## src/hw/rtl/mccpsg_pkg.sv

```systemverilog
`default_nettype none

package mccpsg_pkg;

  localparam int ADDR_W = 4;

  typedef logic [2:0] step_t;

  typedef enum logic [1:0] {
    TGT_RIGHT = 2'd0,
    TGT_LEFT  = 2'd1,
    TGT_BOTH  = 2'd2
  } target_t;

  // Controller numbers
  localparam logic [6:0] CC_TONE_A_MSB = 7'd20;
  localparam logic [6:0] CC_TONE_B_MSB = 7'd21;
  localparam logic [6:0] CC_TONE_C_MSB = 7'd22;
  localparam logic [6:0] CC_NOISE      = 7'd23;
  localparam logic [6:0] CC_MIX        = 7'd24;
  localparam logic [6:0] CC_LEVEL_A    = 7'd25;
  localparam logic [6:0] CC_LEVEL_B    = 7'd26;
  localparam logic [6:0] CC_LEVEL_C    = 7'd27;
  localparam logic [6:0] CC_ENV_HI     = 7'd28;
  localparam logic [6:0] CC_ENV_MID    = 7'd29;
  localparam logic [6:0] CC_ENV_LO     = 7'd30;
  localparam logic [6:0] CC_SHAPE      = 7'd31;
  localparam logic [6:0] CC_TONE_A_LSB = 7'd52;
  localparam logic [6:0] CC_TONE_B_LSB = 7'd53;
  localparam logic [6:0] CC_TONE_C_LSB = 7'd54;
  localparam logic [6:0] CC_HOLD       = 7'd80;

  // Chip register addresses
  localparam logic [3:0] REG_TONE_A  = 4'd0;
  localparam logic [3:0] REG_TONE_B  = 4'd2;
  localparam logic [3:0] REG_TONE_C  = 4'd4;
  localparam logic [3:0] REG_NOISE   = 4'd6;
  localparam logic [3:0] REG_MIXER   = 4'd7;
  localparam logic [3:0] REG_LEVEL_A = 4'd8;
  localparam logic [3:0] REG_LEVEL_B = 4'd9;
  localparam logic [3:0] REG_LEVEL_C = 4'd10;
  localparam logic [3:0] REG_ENV_LO  = 4'd11;
  localparam logic [3:0] REG_SHAPE   = 4'd13;

  localparam logic [3:0] BASE_CH_RESET = 4'd7;
  localparam logic [6:0] LATCH_LIMIT   = 7'd64;

  // Program entry points
  localparam step_t ENTRY_PAIR   = 3'd0;
  localparam step_t ENTRY_SINGLE = 3'd4;
  localparam step_t ENTRY_LATCH  = 3'd5;
  localparam step_t STEP_FLUSH   = 3'd6;

  typedef enum logic [3:0] {
    K_TONE_MSB,
    K_TONE_LSB,
    K_ENV_HI,
    K_ENV_MID,
    K_ENV_LO,
    K_SHR1,
    K_SHR2,
    K_SHR3,
    K_LATCH
  } kind_t;

  typedef enum logic [2:0] {
    UOP_NOP,
    UOP_RD_LO,
    UOP_RD_HI,
    UOP_STORE,
    UOP_LATCH,
    UOP_FLUSH
  } uop_t;

  typedef enum logic {
    A_BASE,
    A_NEXT
  } asel_t;

  typedef enum logic [1:0] {
    D_BUF_LO,
    D_BUF_HI,
    D_SCALED
  } dsel_t;

  typedef enum logic [1:0] {
    C_NEXT,
    C_DONE,
    C_DONE_IF_SET,
    C_LOOP
  } cond_t;

  typedef struct packed {
    uop_t  op;
    asel_t asel;
    dsel_t dsel;
    logic  last;
    cond_t cond;
  } ucode_t;

  typedef struct packed {
    logic emit_wait;
    logic latch_set;
    logic flush_last;
  } seq_status_t;

  function automatic ucode_t ucode_rom(input step_t s);
    ucode_t u;
    u = '{op: UOP_NOP, asel: A_BASE, dsel: D_SCALED, last: 1'b0, cond: C_DONE};
    unique case (s)
      3'd0: u = '{op: UOP_RD_LO, asel: A_BASE, dsel: D_BUF_LO, last: 1'b0, cond: C_NEXT};
      3'd1: u = '{op: UOP_RD_HI, asel: A_NEXT, dsel: D_BUF_LO, last: 1'b0, cond: C_NEXT};
      3'd2: u = '{op: UOP_STORE, asel: A_BASE, dsel: D_BUF_LO, last: 1'b0, cond: C_NEXT};
      3'd3: u = '{op: UOP_STORE, asel: A_NEXT, dsel: D_BUF_HI, last: 1'b1, cond: C_DONE};
      3'd4: u = '{op: UOP_STORE, asel: A_BASE, dsel: D_SCALED, last: 1'b1, cond: C_DONE};
      3'd5: u = '{op: UOP_LATCH, asel: A_BASE, dsel: D_SCALED, last: 1'b0,
                  cond: C_DONE_IF_SET};
      3'd6: u = '{op: UOP_FLUSH, asel: A_BASE, dsel: D_SCALED, last: 1'b0, cond: C_LOOP};
      default: u = '{op: UOP_NOP, asel: A_BASE, dsel: D_SCALED, last: 1'b0, cond: C_DONE};
    endcase
    return u;
  endfunction

endpackage

`default_nettype wire

```

## src/hw/rtl/mccpsg_seq.sv

```systemverilog
`default_nettype none

module mccpsg_seq (
  input  wire logic                     clk,
  input  wire logic                     rst,
  input  wire logic                     start,
  input  wire mccpsg_pkg::step_t        entry,
  input  wire mccpsg_pkg::seq_status_t  status,
  output logic                          busy,
  output mccpsg_pkg::ucode_t            cw
);
  import mccpsg_pkg::*;

  step_t step, step_next;
  logic  busy_next;

  assign cw = ucode_rom(step);

  always_ff @(posedge clk) begin
    if (rst) begin
      busy <= 1'b0;
      step <= ENTRY_PAIR;
    end else begin
      busy <= busy_next;
      step <= step_next;
    end
  end

  always_comb begin
    step_next = step;
    busy_next = busy;
    if (start) begin
      busy_next = 1'b1;
      step_next = entry;
    end else if (busy && !status.emit_wait) begin
      unique case (cw.cond)
        C_NEXT: step_next = step + 3'd1;
        C_DONE: busy_next = 1'b0;
        C_DONE_IF_SET: begin
          if (status.latch_set) begin
            busy_next = 1'b0;
          end else begin
            step_next = step + 3'd1;
          end
        end
        C_LOOP: begin
          // stay on this step until the last flush write goes out
          if (status.flush_last) begin
            busy_next = 1'b0;
          end
        end
        default: busy_next = 1'b0;
      endcase
    end
  end

endmodule

`default_nettype wire

```

## src/hw/rtl/midi_cc_to_psg_register_mapper.sv

```systemverilog
`default_nettype none
// MIDI control-change to sound-generator register mapper.
// Input channel: midi_channel, cc_number, cc_value with in_valid/in_stall; one
// event is taken when in_valid is high and in_stall low. in_stall is high while
// an event is being worked on, so events are handled one at a time.
// Output channel: target_chip, reg_addr, reg_data, last_write with
// out_valid/out_stall; one chip register write per item, last_write marks the
// final write of an event. A single output register holds the next write; while
// the receiver stalls, the sequencer waits on its emit step.
// Each event is taken, then runs its microprogram steps:
// level/noise/mixer/shape 1 step, tone and envelope periods 4 steps (two
// mirror reads, two writes), latch 1 step plus, when the hold is released,
// one step per flush write (NUM_REGS, or 2*NUM_REGS for the both-chips channel).
// A step that writes waits while the receiver stalls. Events on other channels or
// with unknown controllers are taken with no writes.
// The first write is registered and appears in the cycle after its step runs.
// Reset clears the latch, all shadow and mirror registers, the output register,
// and sets the base channel to 7. cfg_wr_en writes the base channel; write it
// only while idle.
module midi_cc_to_psg_register_mapper #(
  parameter int NUM_REGS = 14
) (
  input  wire logic       clk,
  input  wire logic       rst,
  input  wire logic       cfg_wr_en,
  input  wire logic [3:0] cfg_wr_data,
  input  wire logic       in_valid,
  output logic            in_stall,
  input  wire logic [4:0] midi_channel,
  input  wire logic [6:0] cc_number,
  input  wire logic [7:0] cc_value,
  output logic            out_valid,
  input  wire logic       out_stall,
  output logic [1:0]      target_chip,
  output logic [3:0]      reg_addr,
  output logic [7:0]      reg_data,
  output logic            last_write
);
  import mccpsg_pkg::*;

  localparam int IW = $clog2(NUM_REGS);

  // configuration and control state
  logic [3:0] base_ch;
  logic       latch_hold;
  logic [7:0] left_shadow  [NUM_REGS];
  logic [7:0] right_shadow [NUM_REGS];
  logic [7:0] left_mirror  [NUM_REGS];
  logic [7:0] right_mirror [NUM_REGS];

  // per-event datapath registers
  target_t    tgt;
  logic [6:0] val;
  kind_t      kind;
  logic [3:0] rb;
  logic [7:0] lo;
  logic [7:0] hi;
  logic [IW-1:0] cnt;
  logic       side_right;

  // decode
  logic       hit;
  logic       act;
  target_t    tgt_d;
  kind_t      kind_d;
  logic [3:0] rb_d;
  step_t      entry_d;
  logic [4:0] ch_both, ch_left, ch_right;

  // sequencer
  logic        busy;
  ucode_t      cw;
  seq_status_t status;
  logic        accept;
  logic        start;

  // datapath
  logic [15:0]   old_val;
  logic [15:0]   buf_val;
  logic [7:0]    scaled;
  logic [3:0]    st_addr;
  logic [IW-1:0] st_idx;
  logic [7:0]    mirror_rd;
  logic [7:0]    store_data;
  logic          emit_req;
  logic          can_emit;
  logic          go;
  logic          flush_last;
  target_t       e_tgt;
  logic [3:0]    e_addr;
  logic [7:0]    e_data;
  logic          e_last;

  assign in_stall = busy;
  assign accept   = in_valid && !in_stall;
  assign start    = accept && act;

  assign ch_both  = {1'b0, base_ch};
  assign ch_left  = ch_both + 5'd1;
  assign ch_right = ch_both + 5'd2;

  always_comb begin
    hit   = 1'b1;
    tgt_d = TGT_BOTH;
    priority if (midi_channel == ch_both) begin
      tgt_d = TGT_BOTH;
    end else if (midi_channel == ch_left) begin
      tgt_d = TGT_LEFT;
    end else if (midi_channel == ch_right) begin
      tgt_d = TGT_RIGHT;
    end else begin
      hit = 1'b0;
    end
  end

  always_comb begin
    act     = hit;
    kind_d  = K_SHR2;
    rb_d    = REG_TONE_A;
    entry_d = ENTRY_SINGLE;
    unique case (cc_number)
      CC_TONE_A_MSB: begin kind_d = K_TONE_MSB; rb_d = REG_TONE_A; entry_d = ENTRY_PAIR; end
      CC_TONE_B_MSB: begin kind_d = K_TONE_MSB; rb_d = REG_TONE_B; entry_d = ENTRY_PAIR; end
      CC_TONE_C_MSB: begin kind_d = K_TONE_MSB; rb_d = REG_TONE_C; entry_d = ENTRY_PAIR; end
      CC_TONE_A_LSB: begin kind_d = K_TONE_LSB; rb_d = REG_TONE_A; entry_d = ENTRY_PAIR; end
      CC_TONE_B_LSB: begin kind_d = K_TONE_LSB; rb_d = REG_TONE_B; entry_d = ENTRY_PAIR; end
      CC_TONE_C_LSB: begin kind_d = K_TONE_LSB; rb_d = REG_TONE_C; entry_d = ENTRY_PAIR; end
      CC_ENV_HI:     begin kind_d = K_ENV_HI;   rb_d = REG_ENV_LO; entry_d = ENTRY_PAIR; end
      CC_ENV_MID:    begin kind_d = K_ENV_MID;  rb_d = REG_ENV_LO; entry_d = ENTRY_PAIR; end
      CC_ENV_LO:     begin kind_d = K_ENV_LO;   rb_d = REG_ENV_LO; entry_d = ENTRY_PAIR; end
      CC_NOISE:      begin kind_d = K_SHR2; rb_d = REG_NOISE;   end
      CC_MIX:        begin kind_d = K_SHR1; rb_d = REG_MIXER;   end
      CC_LEVEL_A:    begin kind_d = K_SHR2; rb_d = REG_LEVEL_A; end
      CC_LEVEL_B:    begin kind_d = K_SHR2; rb_d = REG_LEVEL_B; end
      CC_LEVEL_C:    begin kind_d = K_SHR2; rb_d = REG_LEVEL_C; end
      CC_SHAPE:      begin kind_d = K_SHR3; rb_d = REG_SHAPE;   end
      CC_HOLD:       begin kind_d = K_LATCH; entry_d = ENTRY_LATCH; end
      default:       act = 1'b0;
    endcase
  end

  mccpsg_seq u_seq (
    .clk    (clk),
    .rst    (rst),
    .start  (start),
    .entry  (entry_d),
    .status (status),
    .busy   (busy),
    .cw     (cw)
  );

  // merge the new field, taken from the 7-bit value, into the period read back from the mirror
  assign old_val = {hi, lo};

  always_comb begin
    buf_val = 16'd0;
    scaled  = 8'd0;
    unique case (kind)
      K_TONE_MSB: buf_val = {4'd0, val, old_val[4:0]};
      K_TONE_LSB: buf_val = {4'd0, old_val[11:5], val[6:2]};
      K_ENV_HI:   buf_val = {val, old_val[8:0]};
      K_ENV_MID:  buf_val = {old_val[15:9], val, old_val[1:0]};
      K_ENV_LO:   buf_val = {old_val[15:2], val[6:5]};
      K_SHR1:     scaled  = {2'd0, val[6:1]};
      K_SHR2:     scaled  = {3'd0, val[6:2]};
      K_SHR3:     scaled  = {4'd0, val[6:3]};
      default:    scaled  = 8'd0;
    endcase
  end

  assign st_addr = (cw.asel == A_NEXT) ? rb + 4'd1 : rb;
  assign st_idx  = IW'(st_addr);

  // the both-chips channel reads back from the right mirror
  assign mirror_rd = (tgt == TGT_LEFT) ? left_mirror[st_idx] : right_mirror[st_idx];

  always_comb begin
    unique case (cw.dsel)
      D_BUF_LO: store_data = buf_val[7:0];
      D_BUF_HI: store_data = buf_val[15:8];
      D_SCALED: store_data = scaled;
      default:  store_data = scaled;
    endcase
  end

  assign flush_last = (cnt == IW'(NUM_REGS - 1)) && !(tgt == TGT_BOTH && !side_right);

  always_comb begin
    if (cw.op == UOP_FLUSH) begin
      e_tgt  = side_right ? TGT_RIGHT : TGT_LEFT;
      e_addr = ADDR_W'(cnt);
      e_data = side_right ? right_shadow[cnt] : left_shadow[cnt];
      e_last = flush_last;
    end else begin
      e_tgt  = tgt;
      e_addr = st_addr;
      e_data = store_data;
      e_last = cw.last;
    end
  end

  assign emit_req = busy && ((cw.op == UOP_STORE && !latch_hold) || cw.op == UOP_FLUSH);
  assign can_emit = !out_valid || !out_stall;
  assign go       = busy && !(emit_req && !can_emit);

  assign status.emit_wait  = emit_req && !can_emit;
  assign status.latch_set  = val > LATCH_LIMIT;
  assign status.flush_last = flush_last;

  always_ff @(posedge clk) begin
    if (rst) begin
      base_ch    <= BASE_CH_RESET;
      latch_hold <= 1'b0;
      out_valid  <= 1'b0;
      for (int i = 0; i < NUM_REGS; i++) begin
        left_shadow[i]  <= 8'd0;
        right_shadow[i] <= 8'd0;
        left_mirror[i]  <= 8'd0;
        right_mirror[i] <= 8'd0;
      end
    end else begin
      if (cfg_wr_en) begin
        base_ch <= cfg_wr_data;
      end
      if (go && emit_req) begin
        out_valid <= 1'b1;
      end else if (out_valid && !out_stall) begin
        out_valid <= 1'b0;
      end
      if (go && emit_req) begin
        if (e_tgt == TGT_LEFT || e_tgt == TGT_BOTH) begin
          left_mirror[IW'(e_addr)] <= e_data;
        end
        if (e_tgt == TGT_RIGHT || e_tgt == TGT_BOTH) begin
          right_mirror[IW'(e_addr)] <= e_data;
        end
      end
      if (go && cw.op == UOP_STORE) begin
        if (tgt == TGT_LEFT || tgt == TGT_BOTH) begin
          left_shadow[st_idx] <= store_data;
        end
        if (tgt == TGT_RIGHT || tgt == TGT_BOTH) begin
          right_shadow[st_idx] <= store_data;
        end
      end
      if (go && cw.op == UOP_LATCH) begin
        latch_hold <= status.latch_set;
      end
    end
  end

  always_ff @(posedge clk) begin
    if (start) begin
      tgt        <= tgt_d;
      val        <= cc_value[6:0];
      kind       <= kind_d;
      rb         <= rb_d;
      cnt        <= '0;
      side_right <= (tgt_d == TGT_RIGHT);
    end
    if (go && cw.op == UOP_RD_LO) begin
      lo <= mirror_rd;
    end
    if (go && cw.op == UOP_RD_HI) begin
      hi <= mirror_rd;
    end
    // both-chips flush: left then right for each register
    if (go && cw.op == UOP_FLUSH) begin
      if (tgt == TGT_BOTH && !side_right) begin
        side_right <= 1'b1;
      end else begin
        cnt        <= cnt + IW'(1);
        side_right <= (tgt == TGT_RIGHT);
      end
    end
    if (go && emit_req) begin
      target_chip <= e_tgt;
      reg_addr    <= e_addr;
      reg_data    <= e_data;
      last_write  <= e_last;
    end
  end

endmodule

`default_nettype wire

```

## config.mk

```make
export PLATFORM = sky130hd
export DESIGN_NAME = midi_cc_to_psg_register_mapper
export DESIGN_NICKNAME = d
export VERILOG_FILES = /design/src/hw/rtl/mccpsg_pkg.sv /design/src/hw/rtl/mccpsg_seq.sv /design/src/hw/rtl/midi_cc_to_psg_register_mapper.sv
export SDC_FILE = /design/constraint.sdc
export NUM_CORES = 1
export LEC_CHECK = 0
export ABC_CLOCK_PERIOD_IN_PS = 4100
export BUFFER_PORTS_ARGS = -buffer_cell sky130_fd_sc_hd__buf_2
export CELL_PAD_IN_SITES_DETAIL_PLACEMENT = 0
export CELL_PAD_IN_SITES_GLOBAL_PLACEMENT = 1
export CORE_MARGIN = 4
export CORE_UTILIZATION = 53
export CTS_CLUSTER_SIZE = 20
export DETAILED_ROUTE_END_ITERATION = 8
export PLACE_DENSITY = 0.83
export SLEW_MARGIN = 20
export SYNTH_ARGS = -nofsm -noshare
export SYNTH_HDL_FRONTEND = slang
export SYNTH_SLANG_ARGS = --single-unit
```

## constraint.sdc

```tcl
create_clock -name clk -period 4.1 [get_ports clk]
set_input_delay 0.615 -clock clk [delete_from_list [all_inputs] [get_ports clk]]
set_output_delay 0.615 -clock clk [all_outputs]
set_load 0.05 [all_outputs]
```

# Word level (Yosys, flattened, before mapping)
# Memories as Yosys holds them, arrays and structs flattened. A register that Yosys moved wholly into a read port is not among the register bits.
# Cells that the tools add are included.
classes:
  eq_ne: 49
  n_lt_le_gt_ge: 1
  n_addsub: 5
  mux: 69
  n_reduce_logical: 54
ops:
  columns: ["operator", "count"]
  rows:
  - ["== test 7 x 5 -> 1 bit, second input constant", 12]
  - ["case mux 16 bit (5 select lines)", 1]
  - ["case mux 9 bit (7 select lines)", 1]
  - ["two-way mux 8 bit", 7]
  - ["two-way mux 1 bit", 37]
  - ["two-way mux 4 bit", 9]
  - ["case mux 4 bit (9 select lines)", 1]
  - ["case mux 4 bit (8 select lines)", 1]
  - ["OR reduction 8 bit", 4]
  - ["== test 7 x 6 -> 1 bit, second input constant", 3]
  - ["case mux 6 bit (3 select lines)", 1]
  - ["== test 4 x 3 -> 1 bit, second input constant", 4]
  - ["case mux 8 bit (2 select lines)", 1]
  - ["OR reduction 16 bit", 1]
  - ["== test 3 bit, second input constant", 5]
  - ["logical AND 1 bit", 15]
  - ["== test 3 x 2 -> 1 bit, second input constant", 4]
  - ["case mux 3 bit (2 select lines)", 2]
  - ["== test 5 bit", 2]
  - ["zero test 2 bit", 5]
  - ["two-way mux 3 bit", 3]
  - ["!= test 3 bit, second input constant", 3]
  - ["OR reduction 3 bit", 3]
  - ["OR reduction 9 bit", 1]
  - ["other kinds (25)", 52]
totals:
  word_cells: 199
  ramBits: 448
  memories: 4
  inputBits: 29
  reg_bits: 63
  output_inout_bits: 17
mem_list:
  columns: ["memory", "words", "width", "read_ports", "rd_ports_with_merged_regs", "wr", "line", "text"]
  rows:
  - ["left_mirror", 14, 8, 1, 0, 14, "midi_cc_to_psg_register_mapper.sv:48", "logic [7:0] left_mirror [NUM_REGS];"]
  - ["left_shadow", 14, 8, 1, 1, 14, "midi_cc_to_psg_register_mapper.sv:46", "logic [7:0] left_shadow [NUM_REGS];"]
  - ["right_mirror", 14, 8, 1, 0, 14, "midi_cc_to_psg_register_mapper.sv:49", "logic [7:0] right_mirror [NUM_REGS];"]
  - ["right_shadow", 14, 8, 1, 1, 14, "midi_cc_to_psg_register_mapper.sv:47", "logic [7:0] right_shadow [NUM_REGS];"]

# Depth between registers and ports, before layout
logic_depth:
  word_depth: 15
  mapped_depth: 14
  depth_no_buf: 9

# Cells and area by module
# Synthesis repeated with hierarchy kept, for this count alone.
unflattened:
  cells_unflattened: 2170
  area_unflattened_um2: 27106.0
modules_own_cells:
  columns: ["module", "cells_each", "n_inst", "area_each_um2", "seq_area_each_um2"]
  rows:
  - ["midi_cc_to_psg_register_mapper", 2118, 1, 26701.9, 17046.3]
  - ["mccpsg_seq", 52, 1, 404.1, 80.1]

# Worst setup path after synthesis
# No wires, ideal clock.
synth_timing:
  path_kind: "register -> register"
  startpoint: "register u_seq.step[2]"
  endpoint: "memory left_mirror[15][0] (enable)"
  t_required_ps: 3705
  period_less_slack_ps: 3305
  path_slack_ps: 795
  path_stages_with_launch: 11
  setup_time_ps: 395
  path_buffers: 3
  t_arrival_ps: 2910
  path_cell_list: "dfxtp_1 > clkbuf_1 > inv_1 > ha_1 > buf_2 > inv_1 > clkbuf_1 > nand3_1 > nand2_1 > a31oi_1 > nor4_1"
synth_lines:
  columns: ["item", "line", "text"]
  rows:
  - ["from (decl)", "mccpsg_seq.sv:14", "step_t step, step_next;"]
  - ["from (signal assigned)", "mccpsg_seq.sv:25", "step <= step_next;"]
  - ["to (decl)", "midi_cc_to_psg_register_mapper.sv:48", null]

==> flow_summary.ini <==
[global_routing]
grtUsageMet3_pct = 5.60
grt.busiest_layer = met2
grt_max_degree = 50
grt_pass1_vias = 18924
grt_use_total_pct = 27.1
grt_first_pass_wirelength_um = 117000
antenna_found_initial = 0
overflow = 0
use_met1_pct = 36.3
gr-usage-met2_pct = 44.2

[cells_and_area]
syn_to_final_growth_pct = 11.7
layout.cells.non_filler = 2974
diodes = 0
fin_nets = 2289
nFillCells = 3989
drive_gt1_share_pct = 20.4
final_util_pct = 60.3

[sta]
period_needed_ns = 3.97
tns_ns = 0
fin_crit_sh_pct = 96.9
rsz0062_at_grt = no
fmax_mhz = 252
slew_headroom_pct = 34.5
hold_ws_ns = 0.167
maxSlewViolCount = 0
tightest_slew_ns = 0.976
finalSetupViolations = 0
finalHoldViolations = 0
fin_skew_ns = 0.0588

[placement]
dp_cells = 2866
portBuffers = 44
detailed_place_hpwl_um = 53000
gp_congestion = 0.935

[clock_tree]
clk_pin_slew_ns = 0.06
clkSinkCount = 575
cts_resized = 0
cts_inserted_buffers = 59
clock_path_buffers = 3
hold_buffers = 0
cts-root-buf = clkbuf_16
insertion_delay_ns = 0.64
cts_tree = yes
post-cts-setup-buffers = 0
h-tree-depth = 2

[power_and_ir_drop]
power_density_nw_per_um2 = 398
comb_power_share_pct = 4.6
seqPwrFrac_pct = 53.6
power.share.clock_pct = 41.8
p_sw_mw = 2.72
p_leak_nw = 10.4
cellInternalPower_mw = 9.69
switching_share_pct = 21.9
ir_drop_mv = 0.319

[critical_path]
crit_path_end_kind = register
worstPathCellList = ha_1 -> ha_1 -> inv_1 -> a2111oi_0 -> o31ai_1 -> and2_1 -> nor2_4 -> nand3_1 -> nand2b_1
crit_top_cell = ha_1
cp_max_fo = 12
cpPeakStageDelay_ns = 0.52
required_ns = 4.35
cp_num_buf_inv = 1
startpoint_type = register
slowest_stage = a2111oi_0
arrival_ns = 4.22
crit_family = simple AND/OR/NAND/NOR gates
worstSetupPathType = reg2reg

[floorplan]
initial_utilization_pct = 54.0
fp.dieW_um = 237
row_count = 83
fp.dieH_um = 237
core-area_um2 = 51700
die-area_um2 = 56400
ios = 46

[detailed_routing]
ant_nets = 0
drt_pass1_iterations = 5
num_vias = 19261
drc = 0
avgRoutedWirePerCell_um = 26.1
vias_per_cell = 6.48
drtIter0Drc = 2433
wirelength_um = 77500

[yosys]
syn_avg_cell_area_um2 = 12.7
syn_nets = 2236
synth_top_area_cell = edfxtp_1
yosysTopAreaCellShare_pct = 60.4
yosysSeqAreaShare_pct = 61.4
synth_edf_count = 561
synth_cell_types = 83
yosysMostFrequentCell = edfxtp_1
netlist_top_cells_count = edfxtp_1 (561), nor2_1 (447), nand2_1 (119)
synth_area_leaders = edfxtp_1 (60%), mux4_2 (8.6%), nor2_1 (6.0%), mux2i_1 (2.0%), o22ai_1 (1.8%)
ys_async_sr_fraction_pct = 0
synth_area_um2 = 27900
ys.flop_type = edfxtp_1
yosysWarnings = 0
ys_ff_latch = 575
synth_cells = 2194

[hold_path]
hp-class = in2reg

[run_status]
status = complete, no violations

[flow_run]
cap_violations = 0
per-layer routing:
layer | wire length [µm] | vias up
met5 | 0 | -
met1 | 29400 | 9580
met3 | 7740 | 186
met2 | 37300 | 1111
met4 | 3110 | 0
li1 | - | 8384
registers in the layout, indices dropped and copies added (netlist names), 2 cells and up:
| name | flops |
|---|---|
| base_ch | 4 |
| cnt | 4 |
| hi | 8 |
| kind | 4 |
| left_mirror | 128 |
| left_shadow | 128 |
| lo | 8 |
| rb | 4 |
| reg_addr | 4 |
| reg_data | 8 |
| right_mirror | 128 |
| right_shadow | 128 |
| target_chip | 2 |
| tgt | 2 |
| u_seq.step | 3 |
| val | 7 |
cells by family (layout without fill, tap and decap cells):
family / count (synthesis) / in the layout / share of synthesized area [%]
AO/OA/AOI/OAI: 353 / 353 / 8.86
XOR/XNOR: 15 / 15 / 0.471
adder cells (fa/ha/maj): 13 / 13 / 0.583
buffers and inverters: 211 / 311 / 3.45
flip-flops: 575 / 575 / 61.4
multiplexers: 179 / 179 / 11.3
AND/OR/NAND/NOR: 848 / 848 / 14.0
through the flow:
step	area (µm²)	power, mW	setup WS, ns
floorplan	27900	7.10	0.795
global placement	29300	7.32	0.333
detailed placement	29300	7.34	0.194
CTS	31200	12.4	0.210
global route	31200	12.7	0.00752
finish	31200	12.4	0.125
final timing paths:
path / from / end / slack (ns) / cells past startpoint
min: cc_value[6] / val[6] / 0.17 / 1
max reg2reg: u_seq.step[0] / left_shadow[5][3] / 0.13 / 9
min reg2reg: latch_hold / latch_hold / 0.54 / 2
max: u_seq.step[0] / left_shadow[5][3] / 0.13 / 9
area by class of cell:
class	count	area [µm²]	share of cell area, %
sequential	575	17100	54.9
timing repair buffer	161	1210	3.88
inverter	42	158	0.506
clock buffer	63	1490	4.78
multi-input combinational	1408	9960	31.9
clock inverter	45	384	1.23
tap	680	851	2.73
cell usage in the layout, fill, tap and decap left out, drive strengths merged, types with 6 or more instances in the layout:
cell type	n
dfxtp	14
ha	13
nand2	119
buf	161
a21oi	56
a32oi	7
nand3b	7
nor2b	17
a21boi	6
a211o	8
xor2	8
a211oi	9
nor2	492
a22oi	6
inv	41
edfxtp	561
a31oi	17
nand3	35
nor3	49
o221ai	26
o211ai	11
nand2b	72
xnor2	7
clkinv	38
o31ai	9
o22ai	82
mux4	107
mux2i	58
nor3b	6
o221a	8
o21ai	48
clkbuf	63
a221oi	11
o2bb2ai	6
o21a	6
or3	12
mux2	14
power groups by stage:
stage | Sequential, mW | Clock, mW | Combinational, mW
2_1_floorplan | 6.74 | 0 | 0.356
3_3_place_gp | 6.76 | 0 | 0.554
3_5_place_dp | 6.77 | 0 | 0.564
4_1_cts | 6.65 | 5.22 | 0.567
5_1_grt | 6.66 | 5.47 | 0.610
6_report | 6.65 | 5.18 | 0.573
Note: power is estimated with default switching activity, not from simulation.
